--- config.mk ---
export PLATFORM = sky130hd
export DESIGN_NAME = client_slot_table_unit
export DESIGN_NICKNAME = d
export VERILOG_FILES = /design/src/rtl/cst_pkg.sv /design/src/rtl/client_slot_table_unit.sv /design/src/rtl/cst_front.sv /design/src/rtl/cst_back.sv
export VERILOG_INCLUDE_DIRS = /design/src /design/src/rtl
export SDC_FILE = /design/constraint.sdc
export NUM_CORES = 2
export LEC_CHECK = 0
export BUFFER_PORTS_ARGS = -buffer_cell sky130_fd_sc_hd__buf_2
export CAP_MARGIN = 20
export CORE_UTILIZATION = 30
export CTS_CLUSTER_DIAMETER = 120
export DETAILED_ROUTE_END_ITERATION = 10
export PLACE_DENSITY = 0.49
export RECOVER_POWER = 100
export SETUP_SLACK_MARGIN = 0.15
export SLEW_MARGIN = 20
export SYNTH_ARGS = -nofsm -noshare
export SYNTH_HDL_FRONTEND = slang
export SYNTH_HIERARCHICAL = 1
export SYNTH_SLANG_ARGS = --single-unit
--- constraint.sdc ---
create_clock -name clk -period 11.2 [get_ports clk]
set_input_delay 1.12 -clock clk [delete_from_list [all_inputs] [get_ports clk]]
set_output_delay 1.12 -clock clk [all_outputs]
set_load 0.02 [all_outputs]
--- src/rtl/client_slot_table_unit_macros.svh ---
// Assertion macros for the client slot table unit.
`ifndef CLIENT_SLOT_TABLE_UNIT_MACROS_SVH
`define CLIENT_SLOT_TABLE_UNIT_MACROS_SVH
`define CST_ASSERT_IMP(lbl, ante, cons) \
	lbl: assert property (@(posedge clk) disable iff (!arst_n) (ante) |-> (cons)) \
		else $error("assertion failed");
`define CST_ASSERT_NXT(lbl, ante, cons) \
	lbl: assert property (@(posedge clk) disable iff (!arst_n) (ante) |=> (cons)) \
		else $error("assertion failed");
`endif

--- src/rtl/cst_pkg.sv ---
// Package with request codes, status codes and the request record.
package cst_pkg;
	localparam logic [2:0] MODE_REG = 3'd0;
	localparam logic [2:0] MODE_UNREG = 3'd1;
	localparam logic [2:0] MODE_FSOCK = 3'd2;
	localparam logic [2:0] MODE_FADDR = 3'd3;
	localparam logic [2:0] MODE_NEXT = 3'd4;
	localparam logic [2:0] MODE_SHUT = 3'd5;
	localparam logic [1:0] ST_OK = 2'd0;
	localparam logic [1:0] ST_INUSE = 2'd1;
	localparam logic [1:0] ST_FULL = 2'd2;
	localparam logic [1:0] ST_NONE = 2'd3;
	typedef struct packed {
		logic [2:0] mode;
		logic [15:0] sock;
		logic [3:0] slot;
		logic [63:0] addr_key;
		logic [4:0] addr_len;
		logic [63:0] name_key;
	} req_t;
endpackage

--- src/rtl/client_slot_table_unit.sv ---
// Top level of the client slot table unit.
// With the back part free, an accepted request passes the queue registers and then the result
// register, which raises the result strobe; a shutdown gives one result per active slot, with
// a gap after each, as the back part waits while its single result register shows a result.
// A two-entry request queue holds off busy. Reset clears all active flags, the rotate pointer
// and the queue at once. Results cannot be stalled by the receiver.
`include "client_slot_table_unit_macros.svh"
module client_slot_table_unit import cst_pkg::*; #(
	parameter int SLOTS = 16
) (
	input logic clk,
	input logic arst_n,
	input logic start,
	output logic busy,
	input logic [2:0] mode,
	input logic [15:0] sock,
	input logic [3:0] slot,
	input logic [63:0] addr_key,
	input logic [4:0] addr_len,
	input logic [63:0] name_key,
	output logic strobe,
	output logic [1:0] status,
	output logic [3:0] found_slot,
	output logic [15:0] sock_out,
	output logic [63:0] addr_out,
	output logic last
);
	req_t rq_in, rq;
	logic push, pop, full, avail, idle;
	assign rq_in = '{mode: mode, sock: sock, slot: slot, addr_key: addr_key,
		addr_len: addr_len, name_key: name_key};
	assign push = start && !busy;
	assign busy = full;
	cst_front u_front (.clk, .arst_n, .push, .req_in(rq_in), .pop, .full, .avail,
		.req_out(rq));
	cst_back #(.SLOTS(SLOTS)) u_back (.clk, .arst_n, .avail, .req(rq), .pop, .idle,
		.res_valid(strobe), .res_status(status), .res_slot(found_slot),
		.res_sock(sock_out), .res_addr(addr_out), .res_last(last));
	`CST_ASSERT_NXT(a_pop_strobe, pop, strobe && last)
	`CST_ASSERT_IMP(a_idle, idle, !strobe)
	`CST_ASSERT_NXT(a_gap, strobe, !strobe)
endmodule

--- src/rtl/cst_front.sv ---
// Front part: accepts requests into a two-entry queue.
module cst_front import cst_pkg::*; (
	input logic clk,
	input logic arst_n,
	input logic push,
	input req_t req_in,
	input logic pop,
	output logic full,
	output logic avail,
	output req_t req_out
);
	req_t mem_q [2];
	logic wp_q, rp_q;
	logic [1:0] cnt_q;
	assign full = cnt_q == 2'd2;
	assign avail = cnt_q != 2'd0;
	assign req_out = mem_q[rp_q];
	always_ff @(posedge clk) begin
		if (push) mem_q[wp_q] <= req_in;
	end
	always_ff @(posedge clk or negedge arst_n) begin
		if (!arst_n) begin
			wp_q <= 1'b0;
			rp_q <= 1'b0;
			cnt_q <= 2'd0;
		end else begin
			if (push) wp_q <= ~wp_q;
			if (pop) rp_q <= ~rp_q;
			cnt_q <= cnt_q + {1'b0, push} - {1'b0, pop};
		end
	end
endmodule

--- src/rtl/cst_back.sv ---
// Back part: holds the table and carries out one request at a time, a shutdown one slot per result.
module cst_back import cst_pkg::*; #(
	parameter int SLOTS = 16
) (
	input logic clk,
	input logic arst_n,
	input logic avail,
	input req_t req,
	output logic pop,
	output logic idle,
	output logic res_valid,
	output logic [1:0] res_status,
	output logic [3:0] res_slot,
	output logic [15:0] res_sock,
	output logic [63:0] res_addr,
	output logic res_last
);
	localparam int IW = $clog2(SLOTS);
	logic [SLOTS-1:0] act_q;
	logic [15:0] sock_q [SLOTS];
	logic [63:0] addr_q [SLOTS];
	logic [4:0] alen_q [SLOTS];
	logic [63:0] name_q [SLOTS];
	logic [IW-1:0] rot_q;
	logic [SLOTS-1:0] m_name, m_sock, m_addr, rr, rot_mask;
	logic [IW-1:0] i_name, i_sock, i_addr, i_free, i_rr, i_sh, i_lo, i_all;
	logic h_rr_hi;
	logic [IW-1:0] sel;
	logic [1:0] st;
	logic hit, unreg_ok;
	always_comb begin
		m_name = '0; m_sock = '0; m_addr = '0; rot_mask = '0;
		for (int i = 0; i < SLOTS; i++) begin
			m_name[i] = act_q[i] && name_q[i] == req.name_key;
			m_sock[i] = act_q[i] && sock_q[i] == req.sock;
			m_addr[i] = act_q[i] && alen_q[i] == req.addr_len && addr_q[i] == req.addr_key;
			rot_mask[i] = IW'(i) >= rot_q;
		end
		rr = act_q & rot_mask;
		h_rr_hi = |rr;
	end
	function automatic logic [IW-1:0] lowest(input logic [SLOTS-1:0] v);
		logic [IW-1:0] r;
		r = '0;
		for (int i = SLOTS - 1; i >= 0; i--) if (v[i]) r = IW'(i);
		return r;
	endfunction
	assign i_name = lowest(m_name);
	assign i_sock = lowest(m_sock);
	assign i_addr = lowest(m_addr);
	assign i_free = lowest(~act_q);
	assign i_lo = lowest(rr);
	assign i_all = lowest(act_q);
	assign i_rr = h_rr_hi ? i_lo : i_all;
	assign i_sh = i_all;
	assign unreg_ok = 32'(req.slot) < SLOTS && act_q[IW'(req.slot)];
	always_comb begin
		sel = '0; st = ST_NONE; hit = 1'b0;
		unique case (req.mode)
			MODE_REG: begin
				if (|m_name) begin sel = i_name; st = ST_INUSE; hit = 1'b1; end
				else if (~&act_q) begin sel = i_free; st = ST_OK; hit = 1'b1; end
				else st = ST_FULL;
			end
			MODE_UNREG: if (unreg_ok) begin sel = IW'(req.slot); st = ST_OK; hit = 1'b1; end
			MODE_FSOCK: if (|m_sock) begin sel = i_sock; st = ST_OK; hit = 1'b1; end
			MODE_FADDR: if (|m_addr) begin sel = i_addr; st = ST_OK; hit = 1'b1; end
			MODE_NEXT: if (|act_q) begin sel = i_rr; st = ST_OK; hit = 1'b1; end
			MODE_SHUT: if (|act_q) begin sel = i_sh; st = ST_OK; hit = 1'b1; end
			default: ;
		endcase
	end
	logic go, fin;
	assign go = avail && !res_valid;
	assign fin = req.mode != MODE_SHUT || !(|(act_q & ~(SLOTS'(1) << sel))) || !hit;
	assign pop = go && fin;
	assign idle = !avail && !res_valid;
	always_ff @(posedge clk) begin
		if (go && req.mode == MODE_REG && st == ST_OK) begin
			sock_q[sel] <= req.sock;
			addr_q[sel] <= req.addr_key;
			alen_q[sel] <= req.addr_len;
			name_q[sel] <= req.name_key;
		end
		if (go) begin
			res_status <= st;
			res_slot <= hit ? 4'(sel) : 4'd0;
			res_sock <= (hit && req.mode != MODE_REG) || st == ST_INUSE ? sock_q[sel]
				: (st == ST_OK ? req.sock : 16'd0);
			res_addr <= (hit && req.mode != MODE_REG) || st == ST_INUSE ? addr_q[sel]
				: (st == ST_OK ? req.addr_key : 64'd0);
			res_last <= fin;
		end
	end
	always_ff @(posedge clk or negedge arst_n) begin
		if (!arst_n) begin
			act_q <= '0;
			rot_q <= '0;
			res_valid <= 1'b0;
		end else begin
			res_valid <= go;
			if (go && hit) begin
				if (req.mode == MODE_REG && st == ST_OK) act_q[sel] <= 1'b1;
				if (req.mode == MODE_UNREG || req.mode == MODE_SHUT) act_q[sel] <= 1'b0;
				if (req.mode == MODE_NEXT)
					rot_q <= (32'(sel) + 1 >= SLOTS) ? '0 : sel + IW'(1);
			end
		end
	end
endmodule

=== Word level (Yosys, flattened, before mapping) ===
Memories as Yosys holds them, arrays and structs flattened.
Cells that the tools add are included.

* Add/subtract/negate cells: 4
* Magnitude comparators: 20
* Eq/ne operators: 72
* Shift operators: 1
* Multiplexer cells: 135
* Bitwise logic cells: 9
* Reductions and logical operators: 94

{| class="wikitable"
|+ Operators by type and width
! operator !! count
|-
| $eq 64x64->1 || 32
|-
| $mux 4 || 105
|-
| $eq 16x16->1 || 16
|-
| $mux 64 || 2
|-
| $reduce_or 16->1 || 6
|-
| $eq 5x5->1 || 16
|-
| $mux 16 || 5
|-
| $logic_and 1x1->1 || 73
|-
| $and 16x16->16 || 3
|-
| $not 16->16 || 3
|-
| $ge 32x5->1 const B || 1
|-
| $ge 4x4->1 const A || 8
|-
| $pmux 4 s6 || 1
|-
| $ge 3x4->1 const A || 4
|-
| $or 16x16->16 || 1
|-
| $reduce_and 16->1 || 1
|-
| $shl 1x4->16 const A || 1
|-
| $mux 1 || 12
|-
| $mux 2 || 6
|-
| $lt 4x5->1 const B || 2
|-
| $pmux 2 s5 || 1
|-
| $ge 1x4->1 const A || 2
|-
| $ge 2x4->1 const A || 2
|-
| $eq 3x2->1 const B || 2
|-
| 22 further kinds || 30
|}

* Register bits: 112
* RAM bits: 2696
* Bits of input ports: 159
* Output and inout bits: 89
* Memories kept: 5

{| class="wikitable"
|+ Memory list
! memory !! words !! width !! read ports !! clocked after memory_dff !! wr ports !! line !! text
|-
| u_back.addr_q || 16 || 64 || 17 || 0 || 1 || cst_back.sv:21 || <nowiki>logic [63:0] addr_q [SLOTS];</nowiki>
|-
| u_back.name_q || 16 || 64 || 16 || 0 || 1 || cst_back.sv:23 || <nowiki>logic [63:0] name_q [SLOTS];</nowiki>
|-
| u_front.mem_q || 2 || 156 || 1 || 0 || 1 || cst_front.sv:12 || <nowiki>req_t mem_q [2];</nowiki>
|-
| u_back.sock_q || 16 || 16 || 17 || 0 || 1 || cst_back.sv:20 || <nowiki>logic [15:0] sock_q [SLOTS];</nowiki>
|-
| u_back.alen_q || 16 || 5 || 16 || 0 || 1 || cst_back.sv:22 || <nowiki>logic [4:0] alen_q [SLOTS];</nowiki>
|}

=== Longest topological paths before layout ===
An unclocked memory read counts as a cell.

* Depth after elaboration: 31
* Gate-level depth with buffers: 35
* Mapped depth without buffers: 25

=== Cells and area by module ===
The synthesis kept the hierarchy.

{| class="wikitable"
|+ Modules (own cells, without submodules)
! module !! times used !! cells each !! area each (um2) !! sequential area each (um2)
|-
| cst_back || 1 || 8871 || 119264.4 || 74726.7
|-
| cst_front || 1 || 500 || 11496.0 || 9469.1
|-
| client_slot_table_unit || 1 || 1 || 13.8 || 0.0
|}

=== Worst setup path before layout ===
Ideal clock, no wire load.

* Path type: register -> register
* Start point: register u_front.cnt_q[1]
* End point: memory u_back.addr_q[13][0] (enable)
* Setup time: 0.528 ns
* Data arrival time: 8.889 ns
* Setup slack: 1.783 ns
* Cell stages (with the launch flop): 7
* Buffers on the path: 2
* Period minus slack after synthesis: 9.417 ns
* Cell sequence: dfrtp_1 > or2_2 > nor2b_1 > and3_1 > clkbuf_1 > clkbuf_1 > and3_1

* Longest elaborated chain between the ends: 6

{| class="wikitable"
|+ RTL lines
! what !! line !! text
|-
| from (decl) || cst_front.sv:14 || <nowiki>logic [1:0] cnt_q;</nowiki>
|-
| from (signal assigned) || cst_front.sv:29 || <nowiki>cnt_q <= cnt_q + {1'b0, push} - {1'b0, pop};</nowiki>
|-
| $reduce_bool 2->1 || cst_front.sv:16 || <nowiki>assign avail = cnt_q != 2'd0;</nowiki>
|-
| net avail || client_slot_table_unit.sv:29 || <nowiki>logic push, pop, full, avail, idle;</nowiki>
|-
| $logic_and 1x1->1 || cst_back.sv:74 || <nowiki>assign go = avail && !res_valid;</nowiki>
|-
| net u_back.go || cst_back.sv:73 || <nowiki>logic go, fin;</nowiki>
|-
| $logic_and 1x1->1 (2 in a row) || cst_back.sv:79 || <nowiki>if (go && req.mode == MODE_REG && st == ST_OK) begin</nowiki>
|-
| $mux 1 || cst_back.sv:79 ||
|-
| $mux 1 (not written as such) || cst_back.sv:81 || <nowiki>addr_q[sel] <= req.addr_key;</nowiki>
|-
| to (decl) || cst_back.sv:21 ||
|}

The timed path passes the listed nets, and every way through them passes these cells.

==> flow_summary.json <==
{
  "wl_met1_mm": 286,
  "final-max-slew-violation-count": 1781,
  "worstSetupStartpointType": "flip-flop",
  "postSynthAreaPerCell_um2": 14.0,
  "final_cell_mix": "edfxtp_1, xnor2_1, nand2_1",
  "critPathMaxFanout": 42,
  "fmax_ghz": 0.0895,
  "fin_skew_ns": 0.0901,
  "io_buffers": 247,
  "antenna_found_initial": 111,
  "globalplace.congestion": 1.07,
  "syn_area_um2": 131000,
  "final_common_cell": "edfxtp_1",
  "htreeDepth": 5,
  "clk_pin_slew_worst_paths_ns": 0.06,
  "place.detailed.hpwl_mm": 512,
  "setup_tns_ns": 0,
  "grt_max_degree": 145,
  "end_kind": "flip-flop",
  "crit_arrival_ns": 11.96,
  "violations": "capacitance limit, slew limit",
  "setup_ws_ns": 0.0311,
  "area_growth_pct": 15.3,
  "synthCells": 9371,
  "grt_pass1_wl_mm": 909,
  "clock_sinks": 2808,
  "die_area_um2": 439000,
  "hold_path_class": "input port to flip-flop",
  "root_buffer": "clkbuf_16",
  "cts_tree": "done",
  "final-setup-viol-count": 0,
  "min_from": "addr_key[20]",
  "relSlewSlack": -1.86,
  "grt_util_all_layers": 0.314,
  "yosys_warnings": 6,
  "rows": 242,
  "fin_nets": 9968,
  "vias": 94100,
  "routed.top_layer": "met5",
  "leakage_nw": 47.2,
  "startpoint": "u_front/rp_q$_DFFE_PN0P_",
  "die-width_um": 662,
  "tightest_slew_ns": 4.28,
  "worstPathRequired_ns": 11.99,
  "pin_count": 248,
  "syn_nets": 9538,
  "cts_inserted_buffers": 336,
  "cts_resized": 0,
  "fin_crit_sh": 0.997,
  "drt-vias-per-instance": 5.93,
  "max_cap_violations": 71,
  "p_per_area_nw_per_um2": 264,
  "wl_met3_mm": 70.5,
  "vdd_drop_max_v": 0.000159,
  "grt_pass1_vias": 87600,
  "drc": 0,
  "drtPass1Iterations": 8,
  "rsz0062_at_grt": "false",
  "die_h_um": 662,
  "r2r-start": "u_front/rp_q$_DFFE_PN0P_",
  "status": "finished with violations",
  "clockBufferDepth": 4,
  "wl_met2_mm": 305,
  "grt-ovfl-total": 0,
  "post-route-min-period_ns": 11.17,
  "cts_setup_buffers": 0,
  "wl_per_cell_um": 44.7,
  "drt_iter0_drc": 14800,
  "fp.coreArea_um2": 434000,
  "fin_util": 0.347,
  "report.final.hold_viol_count": 0,
  "start_util": 0.301,
  "drive_gt1_frac": 0.0952,
  "postCtsHoldBufs": 0,
  "clk_latency_ns": 1.00,
  "ant_nets": 0,
  "place_ws_ns": 1.03,
  "criticalPathCategory": "flip-flop to flip-flop",
  "wirelength_mm": 708
}
## final timing paths
| check | end | slack [ns] | cells past startpoint |
|---|---|---|---|
| setup / recovery | u_back/res_addr[21]$_DFFE_PP_ | 0.03 | 17 |
| hold / removal | u_front/mem_q[0][89]$_DFFE_PP_ | 0.33 | 1 |
| setup reg to reg | u_back/res_addr[21]$_DFFE_PP_ | 0.03 | 17 |
| hold reg to reg | u_front/wp_q$_DFFE_PN0P_ | 0.49 | 1 |
| max in group asynchronous | u_front/rp_q$_DFFE_PN0P_ | 9.41 | 1 |
| min in group asynchronous | u_back/act_q[3]$_DFFE_PN0P_ | 0.58 | 1 |
## per-stage QoR
stage	hold slack, ns	cell area (µm²)	power, mW	instances
floorplan	0.455	131000	20.8	9371
global placement	0.521	141000	28.9	15200
detailed placement	0.528	141000	28.8	15200
CTS	0.150	152000	39.9	15800
global route	0.292	151000	40.4	15800
finish	0.325	151000	39.9	15900
## registers in the layout (all words and copies together), names as in the netlist
name and cells:
u_back/res_last 1, u_front/wp_q 1, u_back/res_status 2, u_back/rot_q 4, u_back/res_slot 4, u_back/sock_q 256, u_front/rp_q 1, u_back/addr_q 1024
u_front/cnt_q 2, u_back/act_q 16, u_back/res_sock 16, u_back/name_q 1024, u_front/mem_q 312, u_back/res_addr 64, u_back/res_valid 1, u_back/alen_q 80
## cell type report
class,instances,area [µm²]
fillers,42500,283000
flip-flops and latches,2808,84200
multi-input cells,5515,42500
clock buffers,418,8780
well taps,5734,7170
repair buffers,708,4420
clock inverters,189,1950
inverters,432,1640
diodes,53,133
## critical path: stages (launching register included)
cell      delay [ns]
dfrtp_4         0.98
buf_12          0.32
mux2_1          0.52
clkbuf_1        1.33
xnor2_1         0.31
nand4_1         0.59
nor4_1          0.45
nand2_1         0.50
nor4_2          1.11
nor3b_1         0.51
o211a_2         0.39
nor3_2          0.46
inv_2           0.21
nor2_1          0.74
nand2_4         0.53
buf_12          0.36
a311oi_1        0.89
or4_1           0.37
## layer usage
layer  global-route usage  up-vias
met3               0.0726     1274
li1                     -    36700
met5                    0        -
met1                0.423    49700
met4                0.162       26
met2                0.471     6336
## report_power, final
part	switching (mW)	total (mW)	internal (mW)
clock	4.75	11.0	6.26
combinational	11.6	14.9	3.37
sequential	0.391	13.9	13.5
total	16.7	39.9	23.1
(Power assumes the default switching activity.)
